--- src/rtl/core/char_lcd_nibble_sequencer_defines.svh ---
// Assertion macros for the character LCD nibble sequencer.
// No dependencies; included by the top level, which does its own checks.
`ifndef CHAR_LCD_NIBBLE_SEQUENCER_DEFINES_SVH
`define CHAR_LCD_NIBBLE_SEQUENCER_DEFINES_SVH

// Condition that must hold on every clock edge outside reset.
`define CLNS_ASSERT_ALWAYS(lbl, clk, rstn, cond) \
  lbl: assert property (@(posedge clk) disable iff (!rstn) (cond)) \
    else $error("clns invariant violated");

// When the antecedent holds, the consequent must hold in the same cycle.
`define CLNS_ASSERT_IMPL(lbl, clk, rstn, ante, cons) \
  lbl: assert property (@(posedge clk) disable iff (!rstn) (ante) |-> (cons)) \
    else $error("clns implication violated");

`endif

--- src/rtl/core/clns_pkg.sv ---
// Package for the character LCD nibble sequencer: word types, request modes,
// status codes, LCD command bytes and string buffer sizing. No dependencies.
package clns_pkg;

  // String buffer sizing
  localparam int unsigned StringDepth = 32;
  localparam int unsigned FifoAw      = $clog2(StringDepth);
  localparam int unsigned FifoCw      = $clog2(StringDepth + 1);

  // Request modes
  localparam logic [1:0] MODE_TICK   = 2'd0;
  localparam logic [1:0] MODE_APPEND = 2'd1;
  localparam logic [1:0] MODE_SAVE   = 2'd2;
  localparam logic [1:0] MODE_SHOW   = 2'd3;

  // Status codes
  localparam logic [1:0] STATUS_OK       = 2'd0;
  localparam logic [1:0] STATUS_BAD_SLOT = 2'd1;
  localparam logic [1:0] STATUS_FULL     = 2'd2;

  // LCD command bytes
  localparam logic [7:0] CMD_FUNC_SET  = 8'h28;
  localparam logic [7:0] CMD_DISP_ON   = 8'h0C;
  localparam logic [7:0] CMD_CLEAR     = 8'h01;
  localparam logic [7:0] CMD_ENTRY     = 8'h06;
  localparam logic [7:0] CMD_CGRAM     = 8'h40;
  localparam logic [7:0] CMD_HOME      = 8'h80;
  localparam logic [3:0] NIBBLE_MASK   = 4'hF;

  localparam logic [2:0] NUM_INIT_CMDS = 3'd4;
  localparam logic [2:0] MAX_SLOT      = 3'd7;

  // Input word
  typedef struct packed {
    logic [1:0]  mode;
    logic [7:0]  char_value;
    logic [3:0]  glyph_index;
    logic [63:0] glyph_rows;
  } in_item_t;

  // Result word
  typedef struct packed {
    logic       rs_line;
    logic       en_line;
    logic [3:0] data_nibble;
    logic       busy_res;
    logic [1:0] status;
  } out_item_t;

  // LCD pin levels
  typedef struct packed {
    logic       rs;
    logic       en;
    logic [3:0] nib;
  } pins_t;

  // Power-up command sequence
  function automatic logic [7:0] init_cmd(logic [1:0] phase);
    logic [7:0] b;
    case (phase)
      2'd0:    b = CMD_FUNC_SET;
      2'd1:    b = CMD_DISP_ON;
      2'd2:    b = CMD_CLEAR;
      default: b = CMD_ENTRY;
    endcase
    return b;
  endfunction

endpackage

--- src/rtl/core/char_lcd_nibble_sequencer.sv ---
// Top level of the character LCD nibble sequencer (4-bit HD44780-style bus).
// Depends on clns_pkg and char_lcd_nibble_sequencer_defines.svh.
//
// Usage:
//  Input channel (in_valid_i/in_ready_o/in_data_i) carries one request word:
//  a tick, a string character append, a glyph save or a glyph show. Only a
//  tick advances the pin sequencer; the other modes queue work.
//  Output channel (out_valid_o/out_ready_i/out_data_o) returns one word per
//  request: RS, EN and D4..D7 levels after the request, busy and status.
//  A word is processed as it passes from the input to the output register,
//  where its result is offered. One word per cycle is sustained while the
//  receiver does not stall: the two registers decouple the sides, and all
//  work for a word is one pass of next-state logic between them.
//  String characters sit in a 32-entry buffer memory with one registered read
//  port that always presents the entry at the head pointer.
//  Reset (rst_ni low) puts the block in the init state with pins low and the
//  buffer empty; no clearing pass is needed. The first ticks send the four
//  power-up commands.
//  When the receiver stalls, the result stays put, one further request is
//  held in the input register, and then in_ready_o drops.
`include "char_lcd_nibble_sequencer_defines.svh"

module char_lcd_nibble_sequencer (
  input  logic                clk_i,
  input  logic                rst_ni,
  input  logic                in_valid_i,
  output logic                in_ready_o,
  input  clns_pkg::in_item_t  in_data_i,
  output logic                out_valid_o,
  input  logic                out_ready_i,
  output clns_pkg::out_item_t out_data_o
);
  import clns_pkg::*;

  typedef enum logic [2:0] {
    ST_INIT  = 3'd0,
    ST_IDLE  = 3'd1,
    ST_WRITE = 3'd2,
    ST_SAVE  = 3'd3,
    ST_SHOW  = 3'd4
  } top_state_e;

  // One sub-step of a byte transfer: nibble setup, EN high, EN low, twice.
  function automatic pins_t drive_byte(pins_t cur, logic rs, logic [7:0] b,
                                       logic [2:0] step);
    pins_t p;
    p = cur;
    case (step)
      3'd1: begin
        p.rs  = rs;
        p.nib = b[7:4];
      end
      3'd4: begin
        p.rs  = rs;
        p.nib = b[3:0] & NIBBLE_MASK;
      end
      3'd2, 3'd5: p.en = 1'b1;
      3'd3, 3'd6: p.en = 1'b0;
      default: ;
    endcase
    return p;
  endfunction

  // Handshake registers
  logic      in_valid_q, out_valid_q, proc;
  in_item_t  in_q;
  out_item_t out_q, res;

  // Sequencer state
  top_state_e        top_state_q, top_state_d;
  logic [2:0]        init_phase_q, init_phase_d;
  logic [2:0]        tick_step_q, tick_step_d, step_inc;
  logic [1:0]        glyph_phase_q, glyph_phase_d;
  logic [3:0]        glyph_row_q, glyph_row_d;
  logic [2:0]        glyph_slot_q, glyph_slot_d;
  logic [63:0]       glyph_store_q, glyph_store_d;
  logic              save_pending_q, save_pending_d;
  logic              show_pending_q, show_pending_d;
  logic [FifoAw-1:0] fifo_head_q, fifo_head_d;
  logic [FifoAw-1:0] fifo_tail_q, fifo_tail_d;
  logic [FifoCw-1:0] fifo_count_q, fifo_count_d;
  pins_t             pins_q, pins_d;
  logic [1:0]        status;

  // String buffer memory
  logic [7:0]        fifo_mem [StringDepth];
  logic [7:0]        head_byte_q;
  logic              wr_en;
  logic [FifoAw-1:0] rd_addr;

  assign proc       = in_valid_q && (!out_valid_q || out_ready_i);
  assign in_ready_o = !in_valid_q || proc;
  assign step_inc   = tick_step_q + 3'd1;

  // Next-state logic for one request word
  always_comb begin
    top_state_d    = top_state_q;
    init_phase_d   = init_phase_q;
    tick_step_d    = tick_step_q;
    glyph_phase_d  = glyph_phase_q;
    glyph_row_d    = glyph_row_q;
    glyph_slot_d   = glyph_slot_q;
    glyph_store_d  = glyph_store_q;
    save_pending_d = save_pending_q;
    show_pending_d = show_pending_q;
    fifo_head_d    = fifo_head_q;
    fifo_tail_d    = fifo_tail_q;
    fifo_count_d   = fifo_count_q;
    pins_d         = pins_q;
    status         = STATUS_OK;
    wr_en          = 1'b0;

    case (in_q.mode)
      MODE_TICK: begin
        case (top_state_q)
          ST_INIT: begin
            if (init_phase_q < NUM_INIT_CMDS) begin
              tick_step_d = step_inc;
              if (step_inc != 3'd7) begin
                pins_d = drive_byte(pins_q, 1'b0, init_cmd(init_phase_q[1:0]), step_inc);
              end else begin
                tick_step_d  = '0;
                init_phase_d = init_phase_q + 3'd1;
              end
            end else begin
              top_state_d = ST_IDLE;
              tick_step_d = '0;
            end
          end
          ST_WRITE: begin
            if (fifo_count_q == '0) begin
              top_state_d = ST_IDLE;
              tick_step_d = '0;
            end else begin
              tick_step_d = step_inc;
              if (step_inc != 3'd7) begin
                pins_d = drive_byte(pins_q, 1'b1, head_byte_q, step_inc);
              end else begin
                tick_step_d  = '0;
                fifo_head_d  = (fifo_head_q == FifoAw'(StringDepth - 1)) ? '0
                             : fifo_head_q + FifoAw'(1);
                fifo_count_d = fifo_count_q - FifoCw'(1);
              end
            end
          end
          ST_SAVE: begin
            case (glyph_phase_q)
              2'd0: begin
                tick_step_d = step_inc;
                pins_d = drive_byte(pins_q, 1'b0, CMD_CGRAM | {2'b00, glyph_slot_q, 3'b000},
                                    step_inc);
                if (step_inc >= 3'd6) begin
                  tick_step_d   = '0;
                  glyph_row_d   = '0;
                  glyph_phase_d = 2'd1;
                end
              end
              2'd1: begin
                if (!glyph_row_q[3]) begin
                  tick_step_d = step_inc;
                  pins_d = drive_byte(pins_q, 1'b1,
                                      glyph_store_q[{glyph_row_q[2:0], 3'b000} +: 8],
                                      step_inc);
                  if (step_inc >= 3'd6) begin
                    tick_step_d = '0;
                    glyph_row_d = glyph_row_q + 4'd1;
                  end
                end else begin
                  tick_step_d   = '0;
                  glyph_phase_d = 2'd2;
                end
              end
              default: begin
                tick_step_d = step_inc;
                pins_d = drive_byte(pins_q, 1'b0, CMD_HOME, step_inc);
                if (step_inc >= 3'd6) begin
                  glyph_row_d    = '0;
                  glyph_phase_d  = 2'd0;
                  save_pending_d = 1'b0;
                  top_state_d    = ST_IDLE;
                  tick_step_d    = '0;
                end
              end
            endcase
          end
          ST_SHOW: begin
            tick_step_d = step_inc;
            if (step_inc != 3'd7) begin
              pins_d = drive_byte(pins_q, 1'b1, {5'b00000, glyph_slot_q}, step_inc);
            end else begin
              show_pending_d = 1'b0;
              top_state_d    = ST_IDLE;
              tick_step_d    = '0;
            end
          end
          default: begin
            // Idle (or an unknown code): start the highest-priority job
            top_state_d = ST_IDLE;
            if (fifo_count_q != '0) begin
              top_state_d = ST_WRITE;
              tick_step_d = '0;
            end else if (save_pending_q) begin
              top_state_d = ST_SAVE;
              tick_step_d = '0;
            end else if (show_pending_q) begin
              top_state_d = ST_SHOW;
              tick_step_d = '0;
            end
          end
        endcase
      end
      MODE_APPEND: begin
        if (fifo_count_q >= FifoCw'(StringDepth)) begin
          status = STATUS_FULL;
        end else begin
          wr_en        = 1'b1;
          fifo_tail_d  = (fifo_tail_q == FifoAw'(StringDepth - 1)) ? '0
                       : fifo_tail_q + FifoAw'(1);
          fifo_count_d = fifo_count_q + FifoCw'(1);
        end
      end
      default: begin
        if (in_q.glyph_index > {1'b0, MAX_SLOT}) begin
          status = STATUS_BAD_SLOT;
        end else if (in_q.mode == MODE_SAVE) begin
          glyph_slot_d   = in_q.glyph_index[2:0];
          glyph_store_d  = in_q.glyph_rows;
          glyph_phase_d  = '0;
          glyph_row_d    = '0;
          save_pending_d = 1'b1;
          if (top_state_q == ST_SAVE) begin
            tick_step_d = '0;
          end
        end else begin
          glyph_slot_d   = in_q.glyph_index[2:0];
          show_pending_d = 1'b1;
        end
      end
    endcase
  end

  // Result word
  always_comb begin
    res.rs_line     = pins_d.rs;
    res.en_line     = pins_d.en;
    res.data_nibble = pins_d.nib;
    res.busy_res    = (top_state_d != ST_IDLE);
    res.status      = status;
  end

  // Input and output registers
  always_ff @(posedge clk_i or negedge rst_ni) begin
    if (!rst_ni) begin
      in_valid_q  <= 1'b0;
      out_valid_q <= 1'b0;
    end else begin
      if (in_ready_o) begin
        in_valid_q <= in_valid_i;
      end
      if (proc) begin
        out_valid_q <= 1'b1;
      end else if (out_ready_i) begin
        out_valid_q <= 1'b0;
      end
    end
  end

  always_ff @(posedge clk_i) begin
    if (in_valid_i && in_ready_o) begin
      in_q <= in_data_i;
    end
    if (proc) begin
      out_q <= res;
    end
  end

  // Sequencer state registers
  always_ff @(posedge clk_i or negedge rst_ni) begin
    if (!rst_ni) begin
      top_state_q    <= ST_INIT;
      init_phase_q   <= '0;
      tick_step_q    <= '0;
      glyph_phase_q  <= '0;
      glyph_row_q    <= '0;
      glyph_slot_q   <= '0;
      glyph_store_q  <= '0;
      save_pending_q <= 1'b0;
      show_pending_q <= 1'b0;
      fifo_head_q    <= '0;
      fifo_tail_q    <= '0;
      fifo_count_q   <= '0;
      pins_q         <= '0;
    end else if (proc) begin
      top_state_q    <= top_state_d;
      init_phase_q   <= init_phase_d;
      tick_step_q    <= tick_step_d;
      glyph_phase_q  <= glyph_phase_d;
      glyph_row_q    <= glyph_row_d;
      glyph_slot_q   <= glyph_slot_d;
      glyph_store_q  <= glyph_store_d;
      save_pending_q <= save_pending_d;
      show_pending_q <= show_pending_d;
      fifo_head_q    <= fifo_head_d;
      fifo_tail_q    <= fifo_tail_d;
      fifo_count_q   <= fifo_count_d;
      pins_q         <= pins_d;
    end
  end

  // String buffer: write at tail, registered read tracks the head entry.
  // A write landing on the next head address is forwarded to the read data.
  assign rd_addr = proc ? fifo_head_d : fifo_head_q;

  always_ff @(posedge clk_i) begin
    if (proc && wr_en) begin
      fifo_mem[fifo_tail_q] <= in_q.char_value;
    end
    if (proc && wr_en && (fifo_tail_q == rd_addr)) begin
      head_byte_q <= in_q.char_value;
    end else begin
      head_byte_q <= fifo_mem[rd_addr];
    end
  end

  assign out_valid_o = out_valid_q;
  assign out_data_o  = out_q;

  // Checks
  `CLNS_ASSERT_IMPL(a_idle_step, clk_i, rst_ni, top_state_q == ST_IDLE, tick_step_q == '0)
  `CLNS_ASSERT_IMPL(a_idle_en_low, clk_i, rst_ni, top_state_q == ST_IDLE, !pins_q.en)
  `CLNS_ASSERT_IMPL(a_empty_ptrs, clk_i, rst_ni, fifo_count_q == '0, fifo_head_q == fifo_tail_q)
  `CLNS_ASSERT_ALWAYS(a_count_bound, clk_i, rst_ni, fifo_count_q <= FifoCw'(StringDepth))

endmodule
--- config.mk ---
export PLATFORM = sky130hd
export DESIGN_NAME = char_lcd_nibble_sequencer
export DESIGN_NICKNAME = d
export VERILOG_FILES = /design/src/rtl/core/clns_pkg.sv /design/src/rtl/core/char_lcd_nibble_sequencer.sv
export VERILOG_INCLUDE_DIRS = /design/src /design/src/rtl/core
export SDC_FILE = /design/constraint.sdc
export NUM_CORES = 1
export LEC_CHECK = 0
export BUFFER_PORTS_ARGS = -buffer_cell sky130_fd_sc_hd__clkbuf_2
export CORE_MARGIN = 2
export CORE_UTILIZATION = 50
export CTS_BUF_LIST = sky130_fd_sc_hd__clkbuf_16
export CTS_CLUSTER_DIAMETER = 30
export DETAILED_ROUTE_END_ITERATION = 8
export GPL_TIMING_DRIVEN = 0
export HOLD_SLACK_MARGIN = 0.06
export PLACE_DENSITY = 0.68
export SLEW_MARGIN = 10
export SYNTH_ARGS = -nofsm -noshare
export SYNTH_HDL_FRONTEND = slang
export SYNTH_SLANG_ARGS = --single-unit
--- constraint.sdc ---
create_clock -name clk_i -period 3.3 [get_ports clk_i]
set_clock_uncertainty 0.1 [all_clocks]
set_input_delay 0.33 -clock clk_i [delete_from_list [all_inputs] [get_ports clk_i]]
set_output_delay 0.33 -clock clk_i [all_outputs]
set_load 0.005 [all_outputs]
==> results of run 1 <==
-- registers in the layout (all words and copies together) (netlist names), 4 cells and up, named ones only --
signal	cells
fifo_tail_q	5
fifo_head_q	5
glyph_row_q	4
pins_q	6
out_data_o	9
fifo_mem	256
in_q	78
glyph_store_q	64
fifo_count_q	6
-- worst max path at each step --
| stage | start | end | slack (ns) | cells past startpoint |
|---|---|---|---|---|
| CTS | register | out_data_o[3] | 0.001 | 11 |
| detailed placement | in_q[77] | fifo_mem[22][0] | -0.29 | 5 |
| floorplan | out_valid_o | in_q[0] | 0.31 | 3 |
| finish | register | out_data_o[4] | 0.07 | 8 |
| global route | in_q[77] | fifo_mem[14][6] | -0.14 | 5 |
| global placement | out_ready_i | in_q[70] | -0.91 | 4 |
-- cells by family after synthesis --
family                   count (synthesis)  synth area share [%]
AO/OA/AOI/OAI                          169                  5.99
XOR/XNOR                                 9                 0.456
adder cells (fa/ha/maj)                 24                  1.63
buffers and inverters                   71                  1.82
flip-flops                             456                  69.2
multiplexers                           204                  14.4
AND/OR/NAND/NOR                        250                  6.49
-- cell type report --
| type | instances | area (um^2) | area share (%) |
|---|---|---|---|
| plain buffers | 52 | 305 | 1.27 |
| clock buffers | 94 | 2350 | 9.75 |
| clock inverters | 79 | 694 | 2.88 |
| inverters | 17 | 67.6 | 0.280 |
| multi-input cells | 656 | 5600 | 23.2 |
| flip-flops and latches | 456 | 13100 | 54.3 |
| well taps | 511 | 639 | 2.65 |
| repair buffers | 176 | 1360 | 5.62 |
-- per-layer routing --
metal	track usage, %	vias up	part of all wire, %
li1	-	5188	-
met1	33.3	5967	41
met2	41.5	566	48
met3	5.68	143	7.2
met4	11.1	0	4.0
met5	0	-	0
-- critical path, delay by kind of cell (launching register included) --
kind | cells | cell delay (ns)
compound gates | 1 | 0.18
flops | 1 | 0.51
buf+inv | 2 | 0.94
simple gates | 3 | 0.53
mux | 2 | 0.71
-- timing repair --
item	4_1_cts	5_1_grt
hold endpoints to repair	188	0
gates resized for setup	14	38
hold buffers	81	0
pin swaps	0	1
endpoints found under the setup margin	322	221
-- where the power goes --
group | internal [W] | switching (W)
Combinational | 0.000777 | 0.000960
Sequential | 0.00670 | 0.000396
Clock | 0.00577 | 0.00314
-- per-stage QoR --
stage	worst slack, ns	hold slack [ns]	setup TNS (ns)	total power [W]	cell area, um^2
after detailed placement	-0.288	0.147	-44.88	0.00875	20100
after global placement	-0.907	0.358	-98.69	0.00869	20000
final	0.0722	0.0906	0	0.0178	24100
after CTS	0.00115	0.0822	0	0.0177	24000
after global routing	-0.138	0.111	-7.31	0.0184	24100
after floorplan	0.306	-0.0656	0	0.00816	18900
-- cells in the mapped netlist (all sizes together), types with 3 or more instances --
cell type | number | area share, %
nand2b | 13 | 0.43
dfrtp | 108 | 14
ha | 23 | 1.5
or3 | 5 | 0.17
mux4 | 46 | 5.6
a211oi | 4 | 0.16
a21oi | 32 | 0.85
o31ai | 4 | 0.16
edfxtp | 343 | 54
xnor2 | 5 | 0.23
nor4 | 7 | 0.23
nand4 | 4 | 0.13
buf | 25 | 0.91
nor3 | 17 | 0.45
inv | 15 | 0.30
o21ai | 46 | 1.2
mux2 | 78 | 4.6
nand2 | 56 | 1.1
a22o | 8 | 0.37
clkbuf | 29 | 0.57
a2111oi | 4 | 0.22
nor2 | 75 | 1.5
a31oi | 6 | 0.20
nor2b | 13 | 0.43
o22ai | 3 | 0.099
a221oi | 16 | 0.74
mux2i | 80 | 4.2
a22oi | 16 | 0.63
nand3b | 7 | 0.28
and2 | 8 | 0.26
or3b | 3 | 0.14
or2 | 3 | 0.099
nand3 | 24 | 0.63
and3 | 6 | 0.20
dfxtp | 5 | 0.53
xor2 | 4 | 0.22
o211ai | 6 | 0.24
==> flow_summary_export.csv, run 1 <==
group,metric,value,unit
placed_design,place.gp.congestion,0.938,
worst_setup_path,worst_setup_path_end_kind,"register",
clock_network,tritoncts,"done",
worst_setup_path,critPathMostFrequentCell,"nand4_1",
grt,number_of_global_route_vias_before_repair,12300,
floorplanning,row_count,71,
floorplanning,io-pin-count,93,
layout,commonest_cells_after_routing_fill_and_taps_aside,"edfxtp_1 (343), dfrtp_1 (108), clkbuf_2 (99), clkbuf_16 (94), dlygate4sd3_1 (81)",
timing,final_hold_viol_count,0,
layout,syn_to_final_growth,27.4,%
floorplanning,placeableCoreArea,37500,um^2
timing,setup_repair_after_global_routing_missed_its_margin,"true",
timing,tightestPinTransition,1.18,ns
timing,post-route-period-util,97.8,%
worst_setup_path,type_of_the_worst_setup_path,"register to register",
yosys,dominantRegCellSynth,"edfxtp_1",
route,postRouteWirelength,49000,um
layout,fillers,2668,
timing,finalSetupViolations,0,
yosys,synth_enable_flop_cells,343,
worst_setup_path,critPathArrivalTime,3.47,ns
layout,finish.net_count,1557,
worst_setup_path,slowest_stage_delay_on_critical_path,0.56,ns
grt,grt_max_degree,81,
worst_setup_path,worstSetupStartpointType,"register",
clock_network,h-tree-depth,3,
power_and_ir_drop,p_leak,8.69,nW
yosys,syn_area_per_cell,16.0,um^2
route,dr.pass1.iters,5,
worst_setup_path,slowest_stage,"clkbuf_1",
worst_setup_path,path_cells,"buf_2 -> clkbuf_1 -> mux4_2 -> mux2i_1 -> nand3_1 -> nand4_1 -> nand4_1 -> o21a_1",
clock_network,root_buffer,"clkbuf_16",
timing,maxClockFrequency,310,MHz
clock_network,clk_latency,0.62,ns
worst_setup_path,worst-r2r-cell-count,8,
floorplanning,initial_core_util,50.5,%
yosys,netlist-cell-type-count,70,
route,detail-route-antenna-nets,0,
clock_network,clockBufferDepth,3,
yosys,synthCells,1183,
route,drc_errors,0,
timing,timing.max_slew.rel_slack,21.2,%
grt,groute.usage.overall,25.5,%
timing,slew_viol_final,0,
route,vias,11900,
floorplanning,die-height,199,um
clock_network,postCtsSetupRepairBufs,0,
placed_design,dpl_hpwl,30100,um
yosys,ys_async_sr_fraction,23.7,%
route,drt-wirelength-per-cell,24.0,um
route,vias_per_cell,5.81,
clock_network,clkSlewWorstSetupHoldPaths,0.05,ns
yosys,synth.net_count,1289,
clock_network,cts-buffers-inserted,92,
worst_setup_path,critical_path.max_fanout,10,
run,number_of_max_capacitance_violations_reported,0,
yosys,synth_area,18900,um^2
placed_design,place.detailed.instances,1788,
grt,first_pass_grt_wire_length,73800,um
clock_network,clock_sinks,456,
yosys,ys_seq_elements,456,
layout,layout-drive-gt1-share,27.9,%
timing,layout_min_cycle_time,3.23,ns
floorplanning,die_ar,39400,um^2
layout,instances_no_fill,2041,
grt,grt_overflow_total,0,
grt,initial_antenna_violation_count,0,
worst_setup_path,required,3.54,ns
worst_hold_path,hold_path.class,"input port to async pin",
placed_design,io_buffers,92,
yosys,synth.yosys.warnings,0,
yosys,seq_area_frac_synth,69.2,%
floorplanning,die_w,199,um
power_and_ir_drop,largest_voltage_drop_on_the_vdd_net,610,uV
layout,final_common_cell,"edfxtp_1",
layout,final_core_utilization,64.3,%
worst_setup_path,regToRegSetupSlack,0.07,ns
status,outcome,"finished, final reports clean",
route,drt_first_iter_violations,1053,
worst_setup_path,timing.rr.end,"out_data_o[4]",
power_and_ir_drop,pwr_per_cell_area,736,nW/um^2
layout,antenna-diode-count,0,
Power figures use the tool's default switching activity.
==> run 2, diff against run 1 <==
--- a/config.mk
+++ b/config.mk
@@ -7,7 +7,6 @@
 export NUM_CORES = 1
 export LEC_CHECK = 0
 export BUFFER_PORTS_ARGS = -buffer_cell sky130_fd_sc_hd__clkbuf_2
-export CORE_MARGIN = 2
 export CORE_UTILIZATION = 50
 export CTS_BUF_LIST = sky130_fd_sc_hd__clkbuf_16
 export CTS_CLUSTER_DIAMETER = 30
==> flow_summary_export.csv, run 2 (synthesis results as in run 1) <==
group,metric,value,unit
timing,final_hold_viol_count,0,
layout,regMostFlops,"fifo_mem",
worst_setup_path,slowest_stage_delay_on_critical_path,0.43,ns
worst_setup_path,path_buf_inv,4,
timing,maxClockFrequency,302,MHz
timing,setup_repair_after_global_routing_missed_its_margin,"true",
clock_network,root_buffer,"clkbuf_16",
route,postRouteWirelength,49700,um
power_and_ir_drop,largest_voltage_drop_on_the_vdd_net,599,uV
floorplanning,initial_core_util,51.2,%
clock_network,clock_sinks,456,
clock_network,h-tree-depth,3,
timing,slew_viol_final,0,
route,drt_first_iter_violations,1124,
layout,syn_to_final_growth,26.9,%
run,number_of_max_capacitance_violations_reported,0,
worst_setup_path,regToRegSetupSlack,-0.006,ns
worst_setup_path,cp_top_family,"buffers and inverters",
worst_setup_path,critPathMostFrequentCell,"buf_6",
grt,first_pass_grt_wire_length,74800,um
route,dr.pass1.iters,6,
clock_network,clockBufferDepth,3,
worst_setup_path,worst_setup_path_end_kind,"register",
layout,largest_register_ffs,256,
timing,holdWs,0.0801,ns
worst_setup_path,type_of_the_worst_setup_path,"register to register",
timing,post-route-period-util,100,%
worst_setup_path,worstSetupStartpointType,"register",
floorplanning,die_w,197,um
timing,layout_min_cycle_time,3.31,ns
floorplanning,placeableCoreArea,37000,um^2
placed_design,place.gp.congestion,0.922,
floorplanning,die_ar,38700,um^2
route,vias_per_cell,5.86,
placed_design,dpl_hpwl,30600,um
floorplanning,die-height,197,um
worst_setup_path,critical_path_depth,10,
clock_network,clkSlewWorstSetupHoldPaths,0.05,ns
power_and_ir_drop,p_leak,8.61,nW
placed_design,place.detailed.instances,1781,
timing,tightestPinTransition,1.24,ns
power_and_ir_drop,pwr_per_cell_area,731,nW/um^2
grt,initial_antenna_violation_count,0,
layout,final_common_cell,"edfxtp_1",
route,detail-route-antenna-nets,0,
status,violations,"negative setup slack",
worst_setup_path,critical_path.max_fanout,10,
clock_network,tritoncts,"done",
power_and_ir_drop,finalPower,0.0176,W
layout,commonest_cells_after_routing_fill_and_taps_aside,"edfxtp_1 (343), dfrtp_1 (108), clkbuf_2 (100), clkbuf_16 (92), dlygate4sd3_1 (81)",
layout,antenna-diode-count,0,
floorplanning,io-pin-count,93,
grt,grt_overflow_total,0,
grt,groute.usage.overall,26.6,%
clock_network,postCtsSetupRepairBufs,0,
timing,post-route-worst-setup-slack,-0.00589,ns
layout,largestRegisters,"fifo_mem: 256 flops, in_q: 78 flops, glyph_store_q: 64 flops",
grt,number_of_global_route_vias_before_repair,12300,
worst_setup_path,critPathArrivalTime,3.53,ns
grt,grt_max_degree,85,
layout,layout-drive-gt1-share,28.7,%
clock_network,clk_latency,0.61,ns
worst_setup_path,worst-r2r-cell-count,10,
worst_hold_path,hold_path.class,"input port to async pin",
worst_setup_path,critical_path_sink,"out_data_o[6]",
route,drt-wirelength-per-cell,24.6,um
layout,final_cell_area,24000,um^2
worst_setup_path,path_cells,"buf_6 -> buf_6 -> buf_4 -> buf_6 -> mux2i_1 -> a221oi_2 -> o22ai_1 -> nor3_1 -> a2111o_1 -> mux2_2",
worst_setup_path,required,3.53,ns
layout,instances_no_fill,2017,
placed_design,postPlaceCellArea,20100,um^2
status,outcome,"complete, but fails checks",
route,vias,11800,
placed_design,io_buffers,92,
clock_network,cts-buffers-inserted,87,
worst_setup_path,slowest_stage,"dfxtp_2",
layout,finish.net_count,1551,
timing,finalSetupViolations,1,
timing,timing.max_slew.rel_slack,17.5,%
worst_setup_path,timing.rr.end,"out_data_o[6]",
layout,fillers,2587,
floorplanning,row_count,70,
route,drc_errors,0,
run 2: changes by cell type in the layout (fill, tap and decap cells not counted), moves of 4 or more:
| cell | previous run | this run |
|---|---|---|
| clkinv_8 | 6 | 2 |
| clkinv_1 | 14 | 9 |
| nor2_2 | 10 | 26 |
| nor2_1 | 63 | 41 |
| a221oi_1 | 11 | 15 |
| a221oi_2 | 5 | 1 |
| clkinv_2 | 17 | 10 |
| nor2_4 | 2 | 8 |
run 2: final cells by class:
| cell class | count | area [um^2] | share of cell area (%) |
|---|---|---|---|
| multi-input cells | 656 | 5660 | 23.6 |
| clock buffers | 92 | 2300 | 9.58 |
| flip-flops and latches | 456 | 13100 | 54.5 |
| clock inverters | 65 | 629 | 2.62 |
| plain buffers | 52 | 307 | 1.28 |
| repair buffers | 175 | 1330 | 5.53 |
| inverters | 17 | 67.6 | 0.281 |
| well taps | 504 | 631 | 2.62 |
run 2: worst min-delay path by stage:
stage | from | end | slack [ns]
3_3_place_gp | in_q[60] | glyph_store_q[60] | 0.36
3_5_place_dp | rst_ni | fifo_count_q[0] | 0.13
2_1_floorplan | rst_ni | fifo_count_q[0] | -0.07
6_report | rst_ni | fifo_count_q[5] | 0.08
4_1_cts | rst_ni | fifo_count_q[5] | 0.07
5_1_grt | rst_ni | fifo_count_q[5] | 0.1
run 2: worst register-to-register path, stage by stage, from the launching register on:
cell	delay [ns]
dfxtp_2	0.43
buf_6	0.22
buf_6	0.23
buf_4	0.27
buf_6	0.24
mux2i_1	0.24
a221oi_2	0.10
o22ai_1	0.43
nor3_1	0.14
a2111o_1	0.32
mux2_2	0.31
run 2: power by group:
group | switching (W) | internal (W)
Combinational | 0.000977 | 0.000774
Clock | 0.00296 | 0.00575
Sequential | 0.000406 | 0.00670
run 2: stage by stage:
stage	utilization [%]	worst slack, ns	setup TNS (ns)
floorplan	-	0.306	0
global placement	54.2	-0.736	-112.72
detailed placement	54.4	-0.337	-72.35
CTS	64.8	0.0119	0
global route	65.0	-0.0882	-8.86
finish	65.0	-0.00589	-0.00589
run 2: metal layers:
metal | wire length [um] | vias up | GRT usage (%)
li1 | - | 5179 | -
met1 | 19800 | 5963 | 34.3
met2 | 24400 | 550 | 42.8
met3 | 3540 | 124 | 6.11
met4 | 1880 | 0 | 13.2
met5 | 0 | - | 0
run 2: repair_timing:
item	4_1_cts	5_1_grt
hold endpoints to repair	188	0
hold buffers	81	0
resized for setup	49	19
pin swaps	0	0
setup endpoints to repair	322	196
==> run 3, diff against run 2 <==
--- a/config.mk
+++ b/config.mk
@@ -13,6 +13,7 @@
 export DETAILED_ROUTE_END_ITERATION = 8
 export GPL_TIMING_DRIVEN = 0
 export HOLD_SLACK_MARGIN = 0.06
+export MAX_ROUTING_LAYER = met4
 export PLACE_DENSITY = 0.68
 export SLEW_MARGIN = 10
 export SYNTH_ARGS = -nofsm -noshare
==> flow_summary_export.csv, run 3 (synthesis results as in run 1) <==
group,metric,value,unit
status,outcome,"finished, final reports clean",
layout,final_core_utilization,65.9,%
layout,final_cell_area,24300,um^2
route,vias,11900,
layout,commonest_cells_after_routing_fill_and_taps_aside,"edfxtp_1 (343), dfrtp_1 (108), clkbuf_2 (99), clkbuf_16 (98), dlygate4sd3_1 (81)",
route,vias_per_cell,5.84,
timing,final_hold_viol_count,0,
layout,largest_register_ffs,256,
worst_setup_path,timing.rr.end,"fifo_mem[24][6]",
route,drt-wirelength-per-cell,24.7,um
layout,finish.net_count,1557,
floorplanning,die-height,197,um
worst_setup_path,critical_path_sink,"fifo_mem[24][6]",
grt,number_of_global_route_vias_before_repair,12300,
worst_setup_path,worst-r2r-cell-count,4,
worst_setup_path,critical_path.max_fanout,8,
power_and_ir_drop,p_leak,8.78,nW
worst_setup_path,worst_setup_path_end_kind,"register",
clock_network,cts-buffers-inserted,92,
clock_network,root_buffer,"clkbuf_16",
timing,finalSetupViolations,0,
timing,timing.max_slew.rel_slack,20.7,%
placed_design,place.gp.congestion,0.934,
clock_network,clkSlewWorstSetupHoldPaths,0.05,ns
power_and_ir_drop,largest_voltage_drop_on_the_vdd_net,580,uV
worst_setup_path,type_of_the_worst_setup_path,"register to register",
floorplanning,io-pin-count,93,
clock_network,clock_sinks,456,
timing,setup_repair_after_global_routing_missed_its_margin,"true",
floorplanning,initial_core_util,51.2,%
route,postRouteWirelength,50200,um
timing,maxClockFrequency,303,MHz
timing,post-route-period-util,100,%
floorplanning,row_count,70,
placed_design,io_buffers,92,
clock_network,clk_latency,0.60,ns
floorplanning,placeableCoreArea,37000,um^2
grt,initial_antenna_violation_count,2,
grt,grt_overflow_total,0,
clock_network,clockBufferDepth,3,
worst_setup_path,regToRegSetupSlack,0.00007,ns
floorplanning,die_ar,38700,um^2
clock_network,tritoncts,"done",
route,detail-route-antenna-nets,0,
worst_hold_path,hold_path.class,"input port to async pin",
layout,regMostFlops,"fifo_mem",
placed_design,dpl_hpwl,30500,um
timing,layout_min_cycle_time,3.30,ns
grt,groute.usage.overall,27.5,%
worst_setup_path,regToRegStartpoint,"in_q[76]",
worst_setup_path,required,3.41,ns
power_and_ir_drop,pwr_per_cell_area,760,nW/um^2
floorplanning,die_w,197,um
grt,first_pass_grt_wire_length,75300,um
run,number_of_max_capacitance_violations_reported,0,
placed_design,postPlaceCellArea,20100,um^2
layout,largestRegisters,"fifo_mem: 256 flops, in_q: 78 flops, glyph_store_q: 64 flops",
route,dr.pass1.iters,5,
worst_setup_path,worst_setup_path_startpoint,"in_q[76]",
worst_setup_path,worstSetupStartpointType,"register",
route,drt_first_iter_violations,1024,
grt,grt_max_degree,86,
layout,fillers,2535,
layout,layout-drive-gt1-share,28.7,%
timing,tightestPinTransition,1.19,ns
timing,slew_viol_final,0,
route,drc_errors,0,
worst_setup_path,critPathArrivalTime,3.41,ns
layout,final_common_cell,"edfxtp_1",
layout,syn_to_final_growth,28.5,%
clock_network,h-tree-depth,3,
-- run 3: cell types whose count changed in the layout (fill, tap and decap cells not counted), moves of 3 or more --
cell        change
bufinv_16       +7
clkbuf_1        +3
clkbuf_16       +6
clkinv_2        +3
clkinvlp_4      -3
nor2_1          +5
nor2_4          -7
-- run 3: power by group --
part,internal (W),switching (W),leakage (nW),total (W)
registers,0.00670,0.000400,4.50,0.00710
clock network,0.00660,0.00304,1.64,0.00964
logic,0.000774,0.000980,2.64,0.00175
-- run 3: worst min-delay path by stage --
stage / cells after the start / end
global placement: 1 / glyph_store_q[50]
floorplan: 0 / fifo_count_q[0]
finish: 2 / fifo_tail_q[1]
global route: 2 / fifo_head_q[1]
CTS: 2 / fifo_head_q[1]
detailed placement: 1 / fifo_count_q[0]
-- run 3: layout make-up --
| type | instances | area [um^2] | area share, % |
|---|---|---|---|
| flip-flops and latches | 456 | 13100 | 53.8 |
| multi-input cells | 656 | 5640 | 23.2 |
| clock buffers | 98 | 2450 | 10.1 |
| repair buffers | 175 | 1330 | 5.45 |
| clock inverters | 72 | 801 | 3.29 |
| well taps | 504 | 631 | 2.59 |
| plain buffers | 53 | 313 | 1.29 |
| inverters | 17 | 63.8 | 0.262 |
| diodes | 2 | 5.00 | 0.0206 |
-- run 3: worst max-delay path: stages (launching register included) --
cell and delay [ns]:
edfxtp_1 0.57, nand2_1 0.34, nor3_2 0.53, nand2_1 0.53, nor2_1 0.86
-- run 3: what timing repair did --
item / 4_1_cts / 5_1_grt
setup endpoints to repair: 322 / 225
pin swaps: 2 / 1
buffers inserted: 0 / 0
hold endpoints to repair: 188 / 0
resized for setup: 25 / 37
cloned: 0 / 0
hold buffers: 81 / 0
-- run 3: metrics by stage --
| stage | std cells | worst slack (ns) | hold WS (ns) | TNS (ns) | total power (W) |
|---|---|---|---|---|---|
| finish | 2033 | 0.0000691 | 0.0900 | 0 | 0.0185 |
| floorplan | 1183 | 0.306 | -0.0656 | 0 | 0.00816 |
| global placement | 1779 | -0.724 | 0.359 | -105.15 | 0.00870 |
| detailed placement | 1781 | -0.299 | 0.128 | -57.31 | 0.00875 |
| CTS | 2032 | 0.00238 | 0.0760 | 0 | 0.0185 |
| global route | 2033 | -0.190 | 0.0979 | -6.12 | 0.0191 |
-- run 3: metal layers --
metal  vias to the layer above  wire [um]  track usage [%]
li1                       5199          -                -
met1                      6015      19800             33.9
met2                       552      24900             44.0
met3                       116       3770             6.14
met4                         0       1710             11.6
met5                         -          0                -
